[config.mk]
export PLATFORM = sky130hd
export DESIGN_NAME = json_string_field_extractor
export DESIGN_NICKNAME = d
export VERILOG_FILES = /design/src/hdl/jsfe_pkg.sv /design/src/hdl/jsfe_window.sv /design/src/hdl/jsfe_decode.sv /design/src/hdl/jsfe_result_fifo.sv /design/src/hdl/json_string_field_extractor.sv
export SDC_FILE = /design/constraint.sdc
export NUM_CORES = 1
export LEC_CHECK = 0
export BUFFER_PORTS_ARGS = -buffer_cell sky130_fd_sc_hd__buf_2
export CORE_MARGIN = 8
export CORE_UTILIZATION = 63
export CTS_CLUSTER_DIAMETER = 40
export DETAILED_ROUTE_END_ITERATION = 12
export PLACE_DENSITY_LB_ADDON = 0.05
export RECOVER_POWER = 50
export SLEW_MARGIN = 20
export SYNTH_ARGS = -nofsm -noshare
export SYNTH_HDL_FRONTEND = slang
export SYNTH_SLANG_ARGS = --single-unit
[constraint.sdc]
create_clock -name clk_i -period 9.99 [get_ports clk_i]
set_clock_uncertainty 0.2 [all_clocks]
set_input_delay 0.999 -clock clk_i [delete_from_list [all_inputs] [get_ports clk_i]]
set_output_delay 0.999 -clock clk_i [all_outputs]
set_load 0.005 [all_outputs]
[src/hdl/jsfe_pkg.sv]
// shared types, codes and helpers for the json string field extractor
package jsfe_pkg;

  localparam int unsigned ByteW     = 8;
  localparam int unsigned KeyCharsW = 64;
  localparam int unsigned KeyLenW   = 4;
  localparam int unsigned CapW      = 16;
  localparam int unsigned CountW    = 16;
  localparam int unsigned SkipW     = 3;
  localparam int unsigned CfgIdxW   = 2;
  localparam int unsigned CfgDataW  = 64;
  localparam int unsigned FifoDepth = 4;
  localparam int unsigned FifoPtrW  = 2;
  localparam int unsigned FifoCntW  = 3;

  localparam logic [SkipW-1:0] SkipLen = 3'd4;

  localparam logic [ByteW-1:0] ChQuote = 8'h22;
  localparam logic [ByteW-1:0] ChColon = 8'h3A;
  localparam logic [ByteW-1:0] ChBslash = 8'h5C;
  localparam logic [ByteW-1:0] ChSlash = 8'h2F;
  localparam logic [ByteW-1:0] ChN     = 8'h6E;
  localparam logic [ByteW-1:0] ChR     = 8'h72;
  localparam logic [ByteW-1:0] ChT     = 8'h74;
  localparam logic [ByteW-1:0] ChU     = 8'h75;
  localparam logic [ByteW-1:0] ChLf    = 8'h0A;
  localparam logic [ByteW-1:0] ChCr    = 8'h0D;
  localparam logic [ByteW-1:0] ChTab   = 8'h09;
  localparam logic [ByteW-1:0] ChNul   = 8'h00;

  typedef enum logic [CfgIdxW-1:0] {
    REG_KEY_CHARS  = 2'd0,
    REG_KEY_LENGTH = 2'd1,
    REG_VALUE_CAP  = 2'd2
  } cfg_reg_e;

  typedef enum logic [2:0] {
    ST_BYTE  = 3'd0,
    ST_QUOTE = 3'd1,
    ST_FULL  = 3'd2,
    ST_ENDED = 3'd3,
    ST_NOKEY = 3'd4
  } status_e;

  typedef enum logic [4:0] {
    PH_SEARCH = 5'b00001,
    PH_VALUE  = 5'b00010,
    PH_ESCAPE = 5'b00100,
    PH_SKIP   = 5'b01000,
    PH_DONE   = 5'b10000
  } phase_e;

  typedef struct packed {
    logic [ByteW-1:0] value_byte;
    status_e          status;
    logic             run_last;
  } result_t;

  typedef struct packed {
    logic shift;
    logic clear;
  } win_ctrl_t;

  // expected byte at place i of  " key " : "  for a key of klen characters
  function automatic logic [ByteW-1:0] pattern_byte(input int unsigned i,
                                                    input int unsigned klen,
                                                    input logic [KeyCharsW-1:0] key);
    logic [2:0] sel;
    logic [ByteW-1:0] res;
    sel = 3'(i - 1);
    if (i == 0) begin
      res = ChQuote;
    end else if (i <= klen) begin
      res = key[{sel, 3'b000} +: ByteW];
    end else if (i == klen + 1) begin
      res = ChQuote;
    end else if (i == klen + 2) begin
      res = ChColon;
    end else begin
      res = ChQuote;
    end
    return res;
  endfunction

endpackage

[src/hdl/jsfe_window.sv]
// sliding byte window and key pattern compare
module jsfe_window #(
  parameter int unsigned KeyMax = 8
) (
  input  logic                          clk_i,
  input  logic                          rst_ni,
  input  jsfe_pkg::win_ctrl_t           ctrl_i,
  input  logic [jsfe_pkg::ByteW-1:0]    byte_i,
  input  logic [jsfe_pkg::KeyCharsW-1:0] key_chars_i,
  input  logic [jsfe_pkg::KeyLenW-1:0]  key_length_i,
  output logic                          match_o
);
  import jsfe_pkg::*;

  localparam int unsigned WinDepth = KeyMax + 4;
  localparam int unsigned SeenW    = $clog2(WinDepth + 1);

  logic [ByteW-1:0] win_q [WinDepth];
  logic [ByteW-1:0] win_d [WinDepth];
  logic [SeenW-1:0] seen_q, seen_d;
  logic [SeenW-1:0] plen;
  int unsigned      klen;

  // window as it stands once the incoming byte is shifted in
  always_comb begin
    for (int j = 0; j < WinDepth; j++) begin
      if (j == WinDepth - 1) begin
        win_d[j] = byte_i;
      end else begin
        win_d[j] = win_q[j+1];
      end
    end
    seen_d = (seen_q < SeenW'(WinDepth)) ? seen_q + 1'b1 : seen_q;
  end

  always_comb begin
    klen = (int'(key_length_i) > KeyMax) ? KeyMax : int'(key_length_i);
    plen = SeenW'(klen + 4);
    match_o = (seen_d >= plen);
    for (int j = 0; j < WinDepth; j++) begin
      if (j >= int'(WinDepth) - int'(plen)) begin
        if (win_d[j] != pattern_byte(j - (WinDepth - int'(plen)), klen, key_chars_i)) begin
          match_o = 1'b0;
        end
      end
    end
  end

  always_ff @(posedge clk_i or negedge rst_ni) begin
    if (!rst_ni) begin
      seen_q <= '0;
      for (int j = 0; j < WinDepth; j++) win_q[j] <= '0;
    end else if (ctrl_i.clear) begin
      seen_q <= '0;
      for (int j = 0; j < WinDepth; j++) win_q[j] <= '0;
    end else if (ctrl_i.shift) begin
      seen_q <= seen_d;
      for (int j = 0; j < WinDepth; j++) win_q[j] <= win_d[j];
    end
  end

endmodule

[src/hdl/jsfe_decode.sv]
// value phase sequencer and escape decode
module jsfe_decode (
  input  logic                       clk_i,
  input  logic                       rst_ni,
  input  logic                       adv_i,
  input  logic [jsfe_pkg::ByteW-1:0] byte_i,
  input  logic                       fend_i,
  input  logic                       match_i,
  input  logic [jsfe_pkg::CapW-1:0]  value_capacity_i,
  output jsfe_pkg::win_ctrl_t        win_ctrl_o,
  output logic [1:0]                 push_o,
  output jsfe_pkg::result_t          byte_res_o,
  output jsfe_pkg::result_t          stat_res_o
);
  import jsfe_pkg::*;

  phase_e            phase_q, phase_d;
  logic [SkipW-1:0]  skip_q, skip_d;
  logic [CountW-1:0] emit_q, emit_d;
  logic              stop;
  status_e           st;
  logic              push_byte;
  logic [ByteW-1:0]  out_byte;
  logic              full_next;
  logic              esc_emit;
  logic [ByteW-1:0]  esc_byte;

  // capacity check on the count after this byte
  assign full_next = ({1'b0, emit_q} + 17'd2) >= {1'b0, value_capacity_i};

  always_comb begin
    esc_emit = 1'b1;
    esc_byte = byte_i;
    case (byte_i)
      ChN:      esc_byte = ChLf;
      ChR:      esc_byte = ChCr;
      ChT:      esc_byte = ChTab;
      ChQuote:  esc_byte = ChQuote;
      ChBslash: esc_byte = ChBslash;
      ChSlash:  esc_byte = ChSlash;
      default:  esc_emit = 1'b0;
    endcase
  end

  always_comb begin
    phase_d   = phase_q;
    skip_d    = skip_q;
    emit_d    = emit_q;
    stop      = 1'b0;
    st        = ST_BYTE;
    push_byte = 1'b0;
    out_byte  = byte_i;
    win_ctrl_o.shift = 1'b0;
    win_ctrl_o.clear = adv_i & fend_i;
    if (adv_i) begin
      unique case (phase_q)
        PH_SEARCH: begin
          if (byte_i == ChNul) begin
            stop = 1'b1;
            st   = ST_NOKEY;
          end else begin
            win_ctrl_o.shift = 1'b1;
            if (match_i) begin
              phase_d = PH_VALUE;
              emit_d  = '0;
              if (value_capacity_i <= CapW'(1)) begin
                stop = 1'b1;
                st   = ST_FULL;
              end
            end
          end
        end
        PH_VALUE: begin
          if (byte_i == ChNul) begin
            stop = 1'b1;
            st   = ST_ENDED;
          end else if (byte_i == ChQuote) begin
            stop = 1'b1;
            st   = ST_QUOTE;
          end else if (byte_i == ChBslash && !fend_i) begin
            phase_d = PH_ESCAPE;
          end else begin
            push_byte = 1'b1;
            emit_d    = emit_q + 1'b1;
            if (full_next) begin
              stop = 1'b1;
              st   = ST_FULL;
            end
          end
        end
        PH_ESCAPE: begin
          phase_d = PH_VALUE;
          if (byte_i == ChNul) begin
            // lone backslash before the end of text is kept
            push_byte = 1'b1;
            out_byte  = ChBslash;
            emit_d    = emit_q + 1'b1;
            stop      = 1'b1;
            st        = ST_ENDED;
          end else if (byte_i == ChU) begin
            phase_d = PH_SKIP;
            skip_d  = SkipLen;
          end else if (esc_emit) begin
            push_byte = 1'b1;
            out_byte  = esc_byte;
            emit_d    = emit_q + 1'b1;
            if (full_next) begin
              stop = 1'b1;
              st   = ST_FULL;
            end
          end
        end
        PH_SKIP: begin
          if (byte_i == ChNul) begin
            stop = 1'b1;
            st   = ST_ENDED;
          end else begin
            skip_d = skip_q - 1'b1;
            if (skip_q == SkipW'(1)) phase_d = PH_VALUE;
          end
        end
        PH_DONE: begin
        end
        default: begin
          phase_d = PH_DONE;
        end
      endcase

      if (!stop && fend_i) begin
        if (phase_d == PH_SEARCH) begin
          stop = 1'b1;
          st   = ST_NOKEY;
        end else if (phase_d != PH_DONE) begin
          stop = 1'b1;
          st   = ST_ENDED;
        end
      end
      if (stop) phase_d = PH_DONE;
      if (fend_i) begin
        phase_d = PH_SEARCH;
        skip_d  = '0;
        emit_d  = '0;
      end
    end
  end

  assign push_o = {stop, push_byte};

  assign byte_res_o.value_byte = out_byte;
  assign byte_res_o.status     = ST_BYTE;
  assign byte_res_o.run_last   = 1'b0;
  assign stat_res_o.value_byte = '0;
  assign stat_res_o.status     = st;
  assign stat_res_o.run_last   = 1'b1;

  always_ff @(posedge clk_i or negedge rst_ni) begin
    if (!rst_ni) begin
      phase_q <= PH_SEARCH;
      skip_q  <= '0;
      emit_q  <= '0;
    end else begin
      phase_q <= phase_d;
      skip_q  <= skip_d;
      emit_q  <= emit_d;
    end
  end

  a_no_byte_when_done : assert property (@(posedge clk_i) disable iff (!rst_ni)
    push_byte |-> (phase_q == PH_VALUE || phase_q == PH_ESCAPE))
    else $error("value byte produced outside the value");

  a_skip_nonzero : assert property (@(posedge clk_i) disable iff (!rst_ni)
    (phase_q == PH_SKIP) |-> (skip_q != '0))
    else $error("skip phase with nothing left to skip");

  a_frame_end_clears : assert property (@(posedge clk_i) disable iff (!rst_ni)
    (adv_i && fend_i) |=> (phase_q == PH_SEARCH && emit_q == '0))
    else $error("frame end did not restart the search");

endmodule

[src/hdl/jsfe_result_fifo.sv]
// small result queue taking up to two results per cycle
module jsfe_result_fifo (
  input  logic                          clk_i,
  input  logic                          rst_ni,
  input  logic [1:0]                    push_i,
  input  jsfe_pkg::result_t             res0_i,
  input  jsfe_pkg::result_t             res1_i,
  input  logic                          pop_i,
  output logic                          valid_o,
  output jsfe_pkg::result_t             head_o,
  output logic [jsfe_pkg::FifoCntW-1:0] count_o
);
  import jsfe_pkg::*;

  result_t             mem_q [FifoDepth];
  logic [FifoPtrW-1:0] wr_q, rd_q;
  logic [FifoCntW-1:0] cnt_q;
  logic                do_pop;
  logic [FifoCntW-1:0] n_push;

  assign valid_o = (cnt_q != '0);
  assign head_o  = mem_q[rd_q];
  assign count_o = cnt_q;
  assign do_pop  = pop_i & valid_o;
  assign n_push  = FifoCntW'(push_i[0]) + FifoCntW'(push_i[1]);

  always_ff @(posedge clk_i) begin
    if (push_i[0]) begin
      mem_q[wr_q] <= res0_i;
      if (push_i[1]) mem_q[wr_q + 1'b1] <= res1_i;
    end else if (push_i[1]) begin
      mem_q[wr_q] <= res1_i;
    end
  end

  always_ff @(posedge clk_i or negedge rst_ni) begin
    if (!rst_ni) begin
      wr_q  <= '0;
      rd_q  <= '0;
      cnt_q <= '0;
    end else begin
      wr_q  <= wr_q + FifoPtrW'(n_push);
      if (do_pop) rd_q <= rd_q + 1'b1;
      cnt_q <= cnt_q + n_push - FifoCntW'(do_pop);
    end
  end

  a_no_overflow : assert property (@(posedge clk_i) disable iff (!rst_ni)
    (push_i != 2'b00) |-> (cnt_q <= FifoCntW'(FifoDepth - 2)))
    else $error("result queue written without room");

  a_count_bound : assert property (@(posedge clk_i) disable iff (!rst_ni)
    cnt_q <= FifoCntW'(FifoDepth))
    else $error("result queue count out of range");

  a_pop_moves_head : assert property (@(posedge clk_i) disable iff (!rst_ni)
    do_pop |=> (rd_q == $past(rd_q) + 1'b1))
    else $error("read pointer did not advance");

endmodule

[src/hdl/json_string_field_extractor.sv]
// top level of the streaming json string field extractor
// Takes a JSON text one byte per input transaction (tlast marks the last byte of a
// document) and looks for the first  "key":"  sequence, the key set through the
// configuration channel. After it, the decoded string value leaves one byte per output
// transaction with tuser = 0, and every run closes with one status transaction carrying
// tlast (1 closed by quote, 2 capacity reached, 3 text ended inside value, 4 key not
// found). Each input byte passes an input register and is decoded there, once the queue
// has room for a byte and a status, by the window compare and the escape decoder, which
// write their results into a four-entry result queue whose head drives the output.
// Sustained rate is one byte per cycle; a byte that yields both a value byte and a status
// needs two output transactions, and tready drops while a byte waits in the input
// register and the queue holds more than two results.
// The user writes configuration registers only while no document is in flight; the block does not enforce this.
module json_string_field_extractor #(
  parameter int unsigned KeyMax = 8
) (
  input  logic        clk_i,
  input  logic        rst_ni,
  // text input stream
  input  logic        s_axis_tvalid_i,
  output logic        s_axis_tready_o,
  input  logic [7:0]  s_axis_tdata_i,   // [7:0] text_byte
  input  logic        s_axis_tlast_i,   // frame_end
  // decoded value stream
  output logic        m_axis_tvalid_o,
  input  logic        m_axis_tready_i,
  output logic [7:0]  m_axis_tdata_o,   // [7:0] value_byte
  output logic [2:0]  m_axis_tuser_o,   // [2:0] status
  output logic        m_axis_tlast_o,   // run_last
  // configuration write channel
  input  logic        cfg_valid_i,
  output logic        cfg_ready_o,
  input  logic [jsfe_pkg::CfgIdxW-1:0]  cfg_index_i,
  input  logic [jsfe_pkg::CfgDataW-1:0] cfg_data_i
);
  import jsfe_pkg::*;

  // configuration registers
  logic [KeyCharsW-1:0] key_chars_q;
  logic [KeyLenW-1:0]   key_length_q;
  logic [CapW-1:0]      value_cap_q;

  // input register
  logic             in_valid_q;
  logic [ByteW-1:0] in_byte_q;
  logic             in_fend_q;

  logic                adv;
  logic                match;
  win_ctrl_t           win_ctrl;
  logic [1:0]          push;
  result_t             byte_res, stat_res, head;
  logic                q_valid;
  logic [FifoCntW-1:0] q_count;

  assign cfg_ready_o = 1'b1;

  always_ff @(posedge clk_i or negedge rst_ni) begin
    if (!rst_ni) begin
      key_chars_q  <= '0;
      key_length_q <= KeyLenW'(1);
      value_cap_q  <= CapW'(256);
    end else if (cfg_valid_i) begin
      unique case (cfg_index_i)
        REG_KEY_CHARS:  key_chars_q  <= cfg_data_i;
        REG_KEY_LENGTH: key_length_q <= cfg_data_i[KeyLenW-1:0];
        REG_VALUE_CAP:  value_cap_q  <= cfg_data_i[CapW-1:0];
        default: begin
          // writes past the register list are dropped
        end
      endcase
    end
  end

  // decode advances only when the queue can take a byte and a status
  assign adv             = in_valid_q & (q_count <= FifoCntW'(FifoDepth - 2));
  assign s_axis_tready_o = ~in_valid_q | adv;

  always_ff @(posedge clk_i or negedge rst_ni) begin
    if (!rst_ni) begin
      in_valid_q <= 1'b0;
    end else if (s_axis_tready_o) begin
      in_valid_q <= s_axis_tvalid_i;
    end
  end

  // payload needs no reset
  always_ff @(posedge clk_i) begin
    if (s_axis_tready_o && s_axis_tvalid_i) begin
      in_byte_q <= s_axis_tdata_i;
      in_fend_q <= s_axis_tlast_i;
    end
  end

  jsfe_window #(
    .KeyMax (KeyMax)
  ) u_window (
    .clk_i        (clk_i),
    .rst_ni       (rst_ni),
    .ctrl_i       (win_ctrl),
    .byte_i       (in_byte_q),
    .key_chars_i  (key_chars_q),
    .key_length_i (key_length_q),
    .match_o      (match)
  );

  jsfe_decode u_decode (
    .clk_i            (clk_i),
    .rst_ni           (rst_ni),
    .adv_i            (adv),
    .byte_i           (in_byte_q),
    .fend_i           (in_fend_q),
    .match_i          (match),
    .value_capacity_i (value_cap_q),
    .win_ctrl_o       (win_ctrl),
    .push_o           (push),
    .byte_res_o       (byte_res),
    .stat_res_o       (stat_res)
  );

  jsfe_result_fifo u_fifo (
    .clk_i   (clk_i),
    .rst_ni  (rst_ni),
    .push_i  (push),
    .res0_i  (byte_res),
    .res1_i  (stat_res),
    .pop_i   (m_axis_tready_i),
    .valid_o (q_valid),
    .head_o  (head),
    .count_o (q_count)
  );

  assign m_axis_tvalid_o = q_valid;
  assign m_axis_tdata_o  = head.value_byte;
  assign m_axis_tuser_o  = head.status;
  assign m_axis_tlast_o  = head.run_last;

endmodule

==> results.ini <==
[route]
ant_nets=0
drt_iter0_drc=1795
wirelength_mm=63.4
firstDrtPassIters=5
vias=17900
vias_per_cell=7.02
wire_per_inst_microns=24.8
drc=0

[yosys]
synth_edf_count=21
syn_area_per_cell_sq_um=9.78
yosys_register_bits=265
syn_nets=2289
synth_area_leaders=dfrtp_1 (25%), ha_1 (8.3%), mux4_2 (5.6%)
synth_top_cell_by_area=dfrtp_1
syn_area_sq_um=20300
ys_seq_area_frac=0.323
async_flop_share=0.785
synth_flop_cell=dfrtp_1
yosysUniqueCellTypes=102
yosysTopAreaCellShare=0.253
synth_warnings=0
netlist_instances=2073

[worst_setup_path]
crit_fanout=36
worstSetupStartpointType=flop
r2r_cells=29
crit_type=flop to flop
rr_endpoint=u_fifo.count_o[2]
endpoint_kind=flop
worst_path_most_repeated_cell=ha_1
slowest_delay_ns=0.75
r2r_start=key_length_q[3]
cpMaxStageDelayCell=nor2b_1
r2r_setup_slack_ns=1.21
critical_path_arrival_ns=9.02
worstPathRequired_ns=10.24

[power_and_ir_drop]
p_switching_uw=2530
total_power_uw=5860
combPwrFrac=0.480
power.internal_uw=3330
p_per_area_nw_per_um2=261
vdd_ir_drop_max_mv=0.199
p_seq_frac=0.259
clkPwrFrac=0.261
switching_share=0.432
p_leak_uw=0.00978

[cells_and_area]
nets=2336
diodes=0
layout_common_cells=dfrtp_1 (204), ha_1 (135), nand2_1 (131)
fill_cells=2367
drive_gt1_frac=0.174
final_common_cell=dfrtp_1
area_delta_synth_final_pct=10.5

[sta]
setup_tns_ns=0
setup_ws_ns=1.21
post-route-min-period_ns=8.78
timing.final.crit_share=0.879
worstMarginPinSlew_ns=6.68
slew_headroom=-3.45
setup_viol_count_final=0
max_freq_mhz=114
finalMaxSlewViolations=282
hold_viol=0
rsz0062_at_grt=no

[cts]
postCtsSetupBuffers=0
numCtsBuffers=42
cts_root_buffer=clkbuf_16
ctsHtreeMaxLevel=2
cts_num_sinks=265
ctsResizeCount=0
clkSlewWorstSetupHoldPaths_ns=0.06
cts_tree=built
cts.path.max_buffers=3
ctsHoldBuffers=0
clk_latency_ns=0.57

[global_route]
antenna_found_initial=0
grt_max_degree=123
grt_pass1_wl_mm=100
grt_pass1_vias=17700
grt_remaining_overflow=0
grt_usage=0.329

[worst_hold_path]
hold_start=u_fifo.mem_q[2][7]
whs_endpoint=u_fifo.mem_q[2][7]
min-delay-path-class=flop to flop
hold_depth=2

[status]
outcome=finished, violations left
violations=capacitance limit, slew limit

[floorplanning]
pin_count=95
dieArea_sq_um=38200
die_y_microns=195
fp.coreArea_sq_um=31600
start_util=0.641
rows=65
die_w_microns=195

[place]
gp_congestion=0.997
dp_hpwl_mm=47.0
post-place-ws_ns=1.52
io_buffers=93

[job]
timing.max_cap.violations=3

## worst max-delay path, delay by kind of cell (launching register included)
kind                     cells  cell delay, ns
AO/OA/AOI/OAI                7            2.17
AND/OR/NAND/NOR              8            2.35
XOR/XNOR                     2            0.28
adder cells (fa/ha/maj)      7            2.18
buffers and inverters        5            1.00
flip-flops                   1            0.45
## synth_stat cells (32+ instances only)
| library cell | n |
|---|---|
| mux2i_1 | 62 |
| mux2_2 | 95 |
| o21ai_0 | 80 |
| a21oi_1 | 77 |
| nor2_1 | 112 |
| ha_1 | 135 |
| a22o_1 | 120 |
| dfrtp_1 | 205 |
| dfxtp_1 | 36 |
| clkbuf_1 | 70 |
| xnor2_1 | 57 |
| nand3_1 | 42 |
| nand2_1 | 131 |
| mux4_2 | 50 |
| nand2b_1 | 32 |
| inv_1 | 84 |
| nor3_1 | 40 |
## state kept, by name, indices dropped and copies added (netlist names)
signal,cells
in_fend_q,1
u_fifo.wr_q,2
in_byte_q,8
value_cap_q,16
u_fifo.count_o,3
u_decode.phase_q,5
u_fifo.mem_q,48
key_length_q,4
in_valid_q,1
u_decode.emit_q,16
u_window.seen_q,4
u_window.win_d,88
u_fifo.rd_q,2
key_chars_q,64
u_decode.skip_q,3
## worst max path at each step
stage	end	slack, ns	depth (start not counted)	start
after global routing	key_length_q[3]	0.59	2	rst_ni
after detailed placement	u_fifo.count_o[2]	1.52	29	key_length_q[3]
after global placement	u_fifo.count_o[2]	1.65	28	key_length_q[0]
after CTS	u_fifo.count_o[2]	1.45	29	key_length_q[3]
after floorplan	u_fifo.count_o[2]	1.84	32	key_length_q[1]
final	u_fifo.count_o[2]	1.21	29	key_length_q[3]
## per-stage QoR
| step | util | cell area (sq um) | hold WS [ns] | instances |
|---|---|---|---|---|
| after floorplan | - | 20300 | 0.220 | 2073 |
| after global placement | 0.662 | 20900 | 0.232 | 2477 |
| after detailed placement | 0.662 | 20900 | 0.243 | 2477 |
| after CTS | 0.709 | 22400 | 0.256 | 2554 |
| after global routing | 0.708 | 22400 | 0.281 | 2555 |
| final | 0.708 | 22400 | 0.253 | 2555 |
## area by class of cell
cell class	count	area (sq um)	area share
Clock buffer	50	1140	0.0510
Multi-Input combinational cell	1602	12900	0.574
Sequential cell	265	6560	0.293
Timing Repair Buffer	121	663	0.0296
Inverter	88	330	0.0147
Clock inverter	27	350	0.0156
Tap cell	402	503	0.0224
## power groups by stage
stage / sequential [uW] / combinational (uW) / clock [uW]
final: 1520 / 2810 / 1530
after global routing: 1540 / 3030 / 1590
after CTS: 1510 / 2750 / 1550
after detailed placement: 1530 / 2730 / 0
after global placement: 1520 / 2660 / 0
after floorplan: 1380 / 2020 / 0
## metal layers
metal	wire, microns	vias to the layer above	track usage
met4	4540	0	0.221
li1	-	8033	-
met5	0	-	0
met1	25100	8791	0.416
met2	28200	897	0.507
met3	5480	215	0.0662
## kinds of logic (layout without fill, tap and decap cells)
kind of cell | Yosys count | count (layout) | share of synthesized area
DFF | 265 | 265 | 0.323
adders and majority gates | 136 | 136 | 0.0843
xor gates and xnor gates | 87 | 87 | 0.0379
and+or+nand+nor | 621 | 621 | 0.170
other | 1 | 1 | 0.000185
AOI/OAI and AO/OA | 547 | 547 | 0.199
muxes | 210 | 210 | 0.141
buffers and inverters | 206 | 286 | 0.0440
Power figures use the tool's default switching activity.
